**src/design/wiesp_pkg.sv**
```systemverilog
// ----------------------------------------------------------------------------
// wiesp_pkg
// Types, codes and suite lookup functions of the RSN / WPA element parser.
// ----------------------------------------------------------------------------
package wiesp_pkg;

    localparam logic [7:0]  EID_RSN    = 8'd48;
    localparam logic [7:0]  EID_VENDOR = 8'd221;
    localparam logic [31:0] WPA_OUI_TYPE = 32'h0050F201;
    localparam logic [31:0] VERSION_ONE  = 32'h00000100;

    typedef enum logic [1:0] {
        HDR_TYPE = 2'd0,
        HDR_LEN  = 2'd1,
        HDR_BODY = 2'd2
    } hdr_t;

    typedef enum logic [2:0] {
        PH_IDLE    = 3'd0,
        PH_OUI     = 3'd1,
        PH_VERSION = 3'd2,
        PH_GROUP   = 3'd3,
        PH_PCOUNT  = 3'd4,
        PH_PSUITE  = 3'd5,
        PH_ACOUNT  = 3'd6,
        PH_ASUITE  = 3'd7
    } ph_t;

    typedef struct packed {
        logic [2:0] key_mgmt;
        logic [3:0] pairwise_ciphers;
        logic [2:0] group_cipher;
        logic [1:0] protocols;
    } sec_result_t;

    typedef struct packed {
        logic       last_byte;
        logic [7:0] ie_byte;
    } ie_beat_t;

    function automatic logic [2:0] map_group(input logic [31:0] v, input logic rsn);
        logic [2:0] r;
        r = 3'd1;
        if (rsn) begin
            case (v)
                32'h000FAC01: r = 3'd3;
                32'h000FAC02: r = 3'd4;
                32'h000FAC04: r = 3'd5;
                32'h000FAC05: r = 3'd6;
                default:      r = 3'd1;
            endcase
        end else begin
            case (v)
                32'h0050F200: r = 3'd2;
                32'h0050F201: r = 3'd3;
                32'h0050F202: r = 3'd4;
                32'h0050F204: r = 3'd5;
                32'h0050F205: r = 3'd6;
                default:      r = 3'd1;
            endcase
        end
        return r;
    endfunction

    function automatic logic [3:0] map_pairwise(input logic [31:0] v, input logic rsn);
        logic [3:0] r;
        r = 4'd0;
        if (rsn) begin
            case (v)
                32'h000FAC00: r = 4'd2;
                32'h000FAC02: r = 4'd4;
                32'h000FAC04: r = 4'd8;
                default:      r = 4'd0;
            endcase
        end else begin
            case (v)
                32'h0050F200: r = 4'd1;
                32'h0050F202: r = 4'd4;
                32'h0050F204: r = 4'd8;
                default:      r = 4'd0;
            endcase
        end
        return r;
    endfunction

    function automatic logic [2:0] map_akm(input logic [31:0] v, input logic rsn);
        logic [2:0] r;
        r = 3'd0;
        if (rsn) begin
            case (v)
                32'h000FAC01, 32'h000FAC03, 32'h000FAC05: r = 3'd2;
                32'h000FAC02, 32'h000FAC04, 32'h000FAC06: r = 3'd4;
                default: r = 3'd0;
            endcase
        end else begin
            case (v)
                32'h0050F200: r = 3'd1;
                32'h0050F201: r = 3'd2;
                32'h0050F202: r = 3'd4;
                default:      r = 3'd0;
            endcase
        end
        return r;
    endfunction

endpackage

```
**src/design/wiesp_queue.sv**
```systemverilog
// ----------------------------------------------------------------------------
// wiesp_queue
// Front end: accepts byte beats and holds them in a two-entry queue.
// ----------------------------------------------------------------------------
module wiesp_queue import wiesp_pkg::*; (
    input  logic     aclk,
    input  logic     aresetn,
    input  logic     in_valid,
    output logic     in_ready,
    input  ie_beat_t in_beat,
    output logic     out_valid,
    input  logic     out_pop,
    output ie_beat_t out_beat
);

    ie_beat_t   slot_reg [2];
    logic       wr_ptr_reg, wr_ptr_next;
    logic       rd_ptr_reg, rd_ptr_next;
    logic [1:0] fill_reg, fill_next;
    logic       push, pop;

    assign in_ready  = (fill_reg != 2'd2);
    assign out_valid = (fill_reg != 2'd0);
    assign out_beat  = slot_reg[rd_ptr_reg];
    assign push      = in_valid && in_ready;
    assign pop       = out_pop && out_valid;

    always_comb begin
        wr_ptr_next = push ? ~wr_ptr_reg : wr_ptr_reg;
        rd_ptr_next = pop ? ~rd_ptr_reg : rd_ptr_reg;
        fill_next   = fill_reg + {1'b0, push} - {1'b0, pop};
    end

    always_ff @(posedge aclk) begin
        if (!aresetn) begin
            wr_ptr_reg <= 1'b0;
            rd_ptr_reg <= 1'b0;
            fill_reg   <= 2'd0;
        end else begin
            wr_ptr_reg <= wr_ptr_next;
            rd_ptr_reg <= rd_ptr_next;
            fill_reg   <= fill_next;
        end
    end

    always_ff @(posedge aclk) begin
        if (push) begin
            slot_reg[wr_ptr_reg] <= in_beat;
        end
    end

endmodule

```
**src/design/wiesp_parser.sv**
```systemverilog
// ----------------------------------------------------------------------------
// wiesp_parser
// Back end: a byte a cycle unless a last byte waits; registers result.
// ----------------------------------------------------------------------------
module wiesp_parser import wiesp_pkg::*; (
    input  logic        aclk,
    input  logic        aresetn,
    input  logic        in_valid,
    output logic        in_pop,
    input  ie_beat_t    in_beat,
    output logic        res_valid,
    input  logic        res_ready,
    output sec_result_t res_data
);

    hdr_t        hdr_reg, hdr_next;
    ph_t         ph_reg, ph_next;
    logic [7:0]  etype_reg, etype_next;
    logic [7:0]  elen_reg, elen_next;
    logic [7:0]  eoff_reg, eoff_next;
    logic [31:0] shift_reg, shift_next;
    logic [2:0]  fpos_reg, fpos_next;
    logic [5:0]  cnt_reg, cnt_next;
    logic        abort_reg, abort_next;
    sec_result_t comm_reg, comm_next;
    sec_result_t shad_reg, shad_next;
    logic        out_valid_reg;
    sec_result_t out_data_reg;

    logic        take;
    logic [7:0]  b;
    logic [31:0] v;
    logic [15:0] c;
    logic [2:0]  fpos_v;
    logic [2:0]  need;
    logic        rsn;
    logic [8:0]  off9, len9;
    logic        a_ok, p_ok, g_ok, v_ok, c_fit;
    logic [5:0]  cnt_dec;

    // Only a last byte has to wait for the output register to free up.
    assign take      = in_valid && (!in_beat.last_byte || !out_valid_reg || res_ready);
    assign in_pop    = take;
    assign res_valid = out_valid_reg;
    assign res_data  = out_data_reg;
    assign b         = in_beat.ie_byte;

    always_comb begin
        hdr_next   = hdr_reg;
        ph_next    = ph_reg;
        etype_next = etype_reg;
        elen_next  = elen_reg;
        eoff_next  = eoff_reg;
        shift_next = shift_reg;
        fpos_next  = fpos_reg;
        cnt_next   = cnt_reg;
        abort_next = abort_reg;
        comm_next  = comm_reg;
        shad_next  = shad_reg;

        rsn     = (etype_reg == EID_RSN);
        v       = {shift_reg[23:0], b};
        c       = {v[7:0], v[15:8]};
        fpos_v  = fpos_reg + 3'd1;
        need    = (ph_reg == PH_VERSION || ph_reg == PH_PCOUNT || ph_reg == PH_ACOUNT)
                  ? 3'd2 : 3'd4;
        off9    = {1'b0, eoff_reg} + 9'd1;
        len9    = {1'b0, elen_reg};
        a_ok    = (off9 + 9'd2) < len9;
        p_ok    = (off9 + 9'd2) <= len9;
        v_ok    = p_ok;
        g_ok    = (off9 + 9'd4) <= len9;
        c_fit   = ({c, 2'b00} + {9'd0, off9}) <= {9'd0, len9};
        cnt_dec = cnt_reg - 6'd1;

        if (take) begin
            unique case (hdr_reg)
                HDR_LEN: begin
                    elen_next  = b;
                    eoff_next  = 8'd0;
                    abort_next = 1'b0;
                    shad_next  = comm_reg;
                    ph_next    = PH_IDLE;
                    fpos_next  = 3'd0;
                    shift_next = 32'd0;
                    if (etype_reg == EID_RSN) begin
                        shad_next.protocols        = comm_reg.protocols | 2'b10;
                        shad_next.group_cipher     = 3'd5;
                        shad_next.pairwise_ciphers = 4'd8;
                        shad_next.key_mgmt         = 3'd2;
                        if (b < 8'd2) abort_next = 1'b1;
                        else ph_next = PH_VERSION;
                    end else if (etype_reg == EID_VENDOR) begin
                        if (b < 8'd4) abort_next = 1'b1;
                        else ph_next = PH_OUI;
                    end else begin
                        abort_next = 1'b1;
                    end
                    if (b == 8'd0) begin
                        comm_next = shad_next;
                        hdr_next  = HDR_TYPE;
                    end else begin
                        hdr_next  = HDR_BODY;
                    end
                end
                HDR_BODY: begin
                    eoff_next = off9[7:0];
                    if (!abort_reg) begin
                        shift_next = v;
                        fpos_next  = fpos_v;
                        if (fpos_v >= need) begin
                            fpos_next  = 3'd0;
                            shift_next = 32'd0;
                            case (ph_reg)
                                PH_OUI: begin
                                    if (v != WPA_OUI_TYPE) begin
                                        ph_next = PH_IDLE; abort_next = 1'b1;
                                    end else begin
                                        shad_next.protocols = shad_reg.protocols | 2'b01;
                                        if (shad_reg.protocols[1]) begin
                                            ph_next = PH_IDLE; abort_next = 1'b1;
                                        end else begin
                                            shad_next.group_cipher     = 3'd4;
                                            shad_next.pairwise_ciphers = 4'd4;
                                            shad_next.key_mgmt         = 3'd2;
                                            if (!v_ok) begin
                                                ph_next = PH_IDLE; abort_next = 1'b1;
                                            end else begin
                                                ph_next = PH_VERSION;
                                            end
                                        end
                                    end
                                end
                                PH_VERSION: begin
                                    if (v != VERSION_ONE) begin
                                        ph_next = PH_IDLE; abort_next = 1'b1;
                                    end else if (g_ok) begin
                                        ph_next = PH_GROUP;
                                    end else if (p_ok) begin
                                        shad_next.pairwise_ciphers = 4'd0;
                                        ph_next = PH_PCOUNT;
                                    end else begin
                                        ph_next = PH_IDLE; abort_next = 1'b1;
                                    end
                                end
                                PH_GROUP: begin
                                    shad_next.group_cipher = map_group(v, rsn);
                                    if (p_ok) begin
                                        shad_next.pairwise_ciphers = 4'd0;
                                        ph_next = PH_PCOUNT;
                                    end else begin
                                        ph_next = PH_IDLE; abort_next = 1'b1;
                                    end
                                end
                                PH_PCOUNT: begin
                                    if (!c_fit) begin
                                        ph_next = PH_IDLE; abort_next = 1'b1;
                                    end else begin
                                        cnt_next = c[5:0];
                                        if (c != 16'd0) begin
                                            ph_next = PH_PSUITE;
                                        end else if (a_ok) begin
                                            shad_next.key_mgmt = 3'd0;
                                            ph_next = PH_ACOUNT;
                                        end else begin
                                            ph_next = PH_IDLE; abort_next = 1'b1;
                                        end
                                    end
                                end
                                PH_PSUITE: begin
                                    shad_next.pairwise_ciphers =
                                        shad_reg.pairwise_ciphers | map_pairwise(v, rsn);
                                    cnt_next = cnt_dec;
                                    if (cnt_dec == 6'd0) begin
                                        if (a_ok) begin
                                            shad_next.key_mgmt = 3'd0;
                                            ph_next = PH_ACOUNT;
                                        end else begin
                                            ph_next = PH_IDLE; abort_next = 1'b1;
                                        end
                                    end
                                end
                                PH_ACOUNT: begin
                                    if (!c_fit || c == 16'd0) begin
                                        if (c_fit) cnt_next = c[5:0];
                                        ph_next = PH_IDLE; abort_next = 1'b1;
                                    end else begin
                                        cnt_next = c[5:0];
                                        ph_next  = PH_ASUITE;
                                    end
                                end
                                PH_ASUITE: begin
                                    shad_next.key_mgmt = shad_reg.key_mgmt | map_akm(v, rsn);
                                    cnt_next = cnt_dec;
                                    if (cnt_dec == 6'd0) begin
                                        ph_next = PH_IDLE; abort_next = 1'b1;
                                    end
                                end
                                default: begin
                                    ph_next = PH_IDLE; abort_next = 1'b1;
                                end
                            endcase
                        end
                    end
                    if (off9 >= len9) begin
                        comm_next = shad_next;
                        hdr_next  = HDR_TYPE;
                    end
                end
                default: begin
                    etype_next = b;
                    hdr_next   = HDR_LEN;
                end
            endcase
        end
    end

    always_ff @(posedge aclk) begin
        if (!aresetn || (take && in_beat.last_byte)) begin
            hdr_reg   <= HDR_TYPE;
            ph_reg    <= PH_IDLE;
            etype_reg <= 8'd0;
            elen_reg  <= 8'd0;
            eoff_reg  <= 8'd0;
            shift_reg <= 32'd0;
            fpos_reg  <= 3'd0;
            cnt_reg   <= 6'd0;
            abort_reg <= 1'b0;
            comm_reg  <= '0;
            shad_reg  <= '0;
        end else begin
            hdr_reg   <= hdr_next;
            ph_reg    <= ph_next;
            etype_reg <= etype_next;
            elen_reg  <= elen_next;
            eoff_reg  <= eoff_next;
            shift_reg <= shift_next;
            fpos_reg  <= fpos_next;
            cnt_reg   <= cnt_next;
            abort_reg <= abort_next;
            comm_reg  <= comm_next;
            shad_reg  <= shad_next;
        end
    end

    // Hold the result until the sink takes it.
    always_ff @(posedge aclk) begin
        if (!aresetn) begin
            out_valid_reg <= 1'b0;
        end else if (take && in_beat.last_byte) begin
            out_valid_reg <= 1'b1;
        end else if (res_ready) begin
            out_valid_reg <= 1'b0;
        end
    end

    always_ff @(posedge aclk) begin
        if (take && in_beat.last_byte) begin
            out_data_reg <= comm_next;
        end
    end

endmodule

```
**src/design/wifi_ie_security_parser_unit.sv**
```systemverilog
// A buffer's last byte passes through a queue slot and then the result register on its way to m_tdata.
// Throughput: one byte per cycle while no last byte waits on the result register, set by the single-byte parser step.
// Keeps taking bytes while a finished result waits; only the next last byte waits.
// Reset: synchronous active-low aresetn empties the queue, drops any result
// and returns the parser to expecting an element type byte.
// ----------------------------------------------------------------------------
// wifi_ie_security_parser_unit
// RSN / WPA information element parser with byte queue and result register.
// ----------------------------------------------------------------------------
module wifi_ie_security_parser_unit import wiesp_pkg::*; (
    input  logic        aclk,
    input  logic        aresetn,
    input  logic        s_tvalid,
    output logic        s_tready,
    input  logic [7:0]  s_tdata,   // [7:0] ie_byte
    input  logic        s_tlast,   // last_byte
    output logic        m_tvalid,
    input  logic        m_tready,
    output logic [15:0] m_tdata    // [1:0] protocols, [4:2] group_cipher,
                                   // [8:5] pairwise_ciphers, [11:9] key_mgmt, [15:12] zero
);

    ie_beat_t    in_beat, q_beat;
    logic        q_valid, q_pop;
    sec_result_t res;

    assign in_beat.ie_byte   = s_tdata;
    assign in_beat.last_byte = s_tlast;

    wiesp_queue u_queue (
        .aclk      (aclk),
        .aresetn   (aresetn),
        .in_valid  (s_tvalid),
        .in_ready  (s_tready),
        .in_beat   (in_beat),
        .out_valid (q_valid),
        .out_pop   (q_pop),
        .out_beat  (q_beat)
    );

    wiesp_parser u_parser (
        .aclk      (aclk),
        .aresetn   (aresetn),
        .in_valid  (q_valid),
        .in_pop    (q_pop),
        .in_beat   (q_beat),
        .res_valid (m_tvalid),
        .res_ready (m_tready),
        .res_data  (res)
    );

    assign m_tdata = {4'd0, res};

endmodule

```
**config.mk**
```make
export PLATFORM = sky130hd
export DESIGN_NAME = wifi_ie_security_parser_unit
export DESIGN_NICKNAME = d
export VERILOG_FILES = /design/src/design/wiesp_pkg.sv /design/src/design/wiesp_queue.sv /design/src/design/wiesp_parser.sv /design/src/design/wifi_ie_security_parser_unit.sv
export SDC_FILE = /design/constraint.sdc
export NUM_CORES = 1
export LEC_CHECK = 0
export BUFFER_PORTS_ARGS = -buffer_cell sky130_fd_sc_hd__buf_4
export CORE_AREA = 4 4 116 118
export DETAILED_ROUTE_END_ITERATION = 8
export DIE_AREA = 0 0 120 122
export PLACE_DENSITY = 0.82
export SYNTH_ARGS = -nofsm -noshare
export SYNTH_HDL_FRONTEND = slang
export SYNTH_SLANG_ARGS = --single-unit
```
**constraint.sdc**
```tcl
create_clock -name aclk -period 5.8 [get_ports aclk]
set_input_delay 0.29 -clock aclk [delete_from_list [all_inputs] [get_ports aclk]]
set_output_delay 0.29 -clock aclk [all_outputs]
set_load 0.02 [all_outputs]
```
==> reports/metrics.yaml <==
outcome:
  outcome: "finished, final reports clean"
die:
  fp.coreArea_um2: 12500
  die_h_um: 122
  dieArea_um2: 14600
  die_w_um: 120
  initial_core_util: 0.620
  ios: 31
  row_count: 41
timing:
  finalMaxSlewViolations: 0
  maxSlewHeadroom: 0.171
  setup_tns_ns: 0
  layout_setup_ws_ns: 0.689
  rsz0062_at_grt: "false"
  fmax_ghz: 0.196
  setup_violations: 0
  period_needed_ns: 5.11
  final_hold_viol_count: 0
  period_share: 0.881
  whs_ns: 0.0572
  worst_slew_pin_slew_ns: 1.24
  skew_ns: 0.00888
power_and_ir_drop:
  p_leak_nw: 3.19
  combPwrFrac: 0.359
  pwr-share-seq: 0.344
  switching_share: 0.386
  p_sw_w: 0.00128
  p_int_w: 0.00203
  power.share.clock: 0.297
  peakVddDrop_uv: 307
  powerDensity_nw_per_um2: 387
cells_and_area:
  n_antenna_cell: 0
  drive_gt1_frac: 0.0965
  seqCellArea_um2: 2760
  layout_commonest_cell: "nand2_1"
  multi_input_area_um2: 4640
  layout_common_cells: "99 x nand2_1, 98 x a21oi_1, 94 x nor2_1"
  syn_to_final_growth_pct: 10.5
  nNetsFinal: 1013
  finalNonFillerCells: 1136
  fillers: 1076
  largest_register_ffs: 24
clocking:
  cts_tree: "yes"
  ctsResizeCount: 0
  cts_setup_buffers: 0
  clockRootBuffer: "clkbuf_16"
  clockBufferDepth: 2
  clk_pin_slew_ns: 0.05
  htreeDepth: 4
  cts_hold_buf: 0
  cts_sinks: 123
  cts_buffers: 17
  worstSkewPairLatency_ns: 0.42
grt:
  grt_pass1_vias: 6590
  grt_first_pass_wirelength_um: 33400
  grt_start_max_net_pins: 52
  antenna_found_initial: 0
  track_usage: 0.289
  overflow: 0
worst_setup_path:
  rrSetupSlack_ns: 0.69
  worstReg2RegStart: "u_parser.eoff_reg[0]$_SDFFE_PP0P_"
  worst-endpoint-required_ns: 6.11
  ff2ff_path_depth: 19
  worst_ep_arrival_time_ns: 5.42
  worst_setup_path_end_kind: "register"
  rr_endpoint: "u_parser.ph_reg[0]$_SDFFE_PP0P_"
  crit_type: "register to register"
  crit_fanout: 11
  worst_setup_path_start_kind: "register"
route:
  viasPerCell: 6.37
  vias: 7241
  dr.first_iter.drc_count: 766
  ant_nets: 0
  wirelength_um: 20800
  dr.pass1.iters: 5
  wl_per_cell_um: 18.3
  drc: 0
logic_synthesis:
  ys_warn_count: 0
  synth.distinct_cells: 82
  async_reset_ff_frac: 0
  synth-edff-count: 30
  synth_ff_type: "dfxtp_1"
  syn_area_um2: 7730
  syn_area_per_cell_um2: 8.18
  yosysSeqAreaShare: 0.358
  ys_ff_latch: 123
  synth_cells: 945
worst_hold_path:
  min_from: "s_tlast"
  holdPathEnd: "u_queue.slot_reg[0][8]$_DFFE_PP_"
  holdPathStages: 1
  min_path_type: "input pin to register"
placement:
  io_buffers: 26
  dp.cells: 1104
  routabilityCongestion: 0.991
  pre_cts_ws_ns: 0.812
  dp_hpwl_um: 14900
run:
  cap_violations: 0
critical path, stage by stage (launching register included):
cell and delay (ns):
dfxtp_1 0.41, ha_1 0.24, nand3_1 0.20, o21a_1 0.24
nor2_1 0.25, inv_1 0.18, ha_1 0.37, a21oi_1 0.20
o21ai_0 0.14, xor2_1 0.16, ha_1 0.32, nand3_1 0.07
o32ai_1 0.24, a31oi_1 0.09, nor4_1 0.34, o211a_1 0.24
o221ai_1 0.40, nand2b_1 0.31, or4_1 0.40, a211oi_1 0.23
layer usage:
layer,GRT usage,vias up,wire [um],part of all wire
met5,0,-,0,0
met4,0.124,0,690,0.033
met3,0.0692,53,2070,0.099
met2,0.455,400,9410,0.45
met1,0.381,3316,8610,0.41
li1,-,3472,-,-
logic make-up (layout without fill, tap and decap cells):
kind of cell,Yosys count,count (layout),share of synthesized area
other,1,4,0.000485
flip-flops,123,123,0.358
adder cells (fa/ha/maj),49,49,0.0803
AO/OA/AOI/OAI,264,264,0.219
buffers and inverters,84,100,0.0442
XOR/XNOR,26,26,0.0304
multiplexers,15,15,0.0202
AND/OR/NAND/NOR,383,383,0.248
power by group through the flow:
stage	Clock [W]	Combinational (W)	Sequential, W
2_1_floorplan	0	0.000864	0.00112
3_3_place_gp	0	0.00115	0.00114
3_5_place_dp	0	0.00116	0.00115
4_1_cts	0.000989	0.00117	0.00113
5_1_grt	0.00104	0.00130	0.00115
6_report	0.000982	0.00119	0.00114
stage by stage:
step	utilization	power, W	area, um2
after floorplan	-	0.00199	7740
final	0.685	0.00331	8540
after detailed placement	0.641	0.00231	8000
after global placement	0.641	0.00229	8000
after global routing	0.685	0.00349	8540
after CTS	0.685	0.00329	8540
layout make-up:
type / instances / area share
clock buffer: 23 / 0.0550
clock inverter: 9 / 0.00850
multi-input combinational: 741 / 0.543
inverter: 35 / 0.0154
tap: 172 / 0.0252
timing repair buffer: 33 / 0.0290
sequential: 123 / 0.324
how the worst max path moves through the flow:
stage	end	from	slack, ns
floorplan	u_parser.cnt_reg[4]$_SDFFE_PP0P_	u_parser.eoff_reg[0]$_SDFFE_PP0P_	1.65
global placement	u_parser.ph_reg[0]$_SDFFE_PP0P_	u_parser.eoff_reg[0]$_SDFFE_PP0P_	1.05
detailed placement	u_parser.ph_reg[0]$_SDFFE_PP0P_	u_parser.eoff_reg[0]$_SDFFE_PP0P_	0.81
CTS	u_parser.ph_reg[0]$_SDFFE_PP0P_	u_parser.eoff_reg[0]$_SDFFE_PP0P_	0.77
global route	u_parser.ph_reg[0]$_SDFFE_PP0P_	u_parser.eoff_reg[0]$_SDFFE_PP0P_	0.41
finish	u_parser.ph_reg[0]$_SDFFE_PP0P_	u_parser.eoff_reg[0]$_SDFFE_PP0P_	0.69
cells in the mapped netlist (4+ instances only):
| master | number | area, um2 |
|---|---|---|
| nor3_1 | 29 | 145 |
| o221a_2 | 4 | 45.0 |
| buf_4 | 6 | 45.0 |
| xor2_1 | 6 | 52.6 |
| nand2_1 | 99 | 372 |
| a22oi_1 | 5 | 37.5 |
| mux2i_1 | 10 | 100 |
| a211oi_1 | 29 | 218 |
| a21oi_1 | 99 | 495 |
| or3_1 | 4 | 25.0 |
| a21o_1 | 12 | 90.1 |
| and2_1 | 14 | 87.6 |
| nor2b_1 | 8 | 50.1 |
| nor4_1 | 14 | 87.6 |
| nand4b_1 | 4 | 35.0 |
| nand4_1 | 9 | 56.3 |
| o21a_1 | 11 | 82.6 |
| o211ai_1 | 6 | 45.0 |
| nand3b_1 | 4 | 30.0 |
| mux2_2 | 5 | 56.3 |
| or2_2 | 6 | 37.5 |
| a31oi_1 | 7 | 43.8 |
| o21ai_0 | 43 | 215 |
| nand2b_1 | 11 | 68.8 |
| nand3_1 | 53 | 265 |
| ha_1 | 48 | 601 |
| buf_1 | 6 | 22.5 |
| inv_1 | 35 | 131 |
| clkbuf_1 | 34 | 128 |
| or4_1 | 4 | 30.0 |
| dfxtp_1 | 93 | 1860 |
| and3_1 | 6 | 37.5 |
| edfxtp_1 | 30 | 901 |
| a211o_1 | 4 | 35.0 |
| o31ai_1 | 5 | 37.5 |
| and4_1 | 6 | 52.6 |
| xnor2_1 | 19 | 166 |
| nor2_1 | 94 | 353 |
No activity file was read; power rests on OpenSTA's default activity.
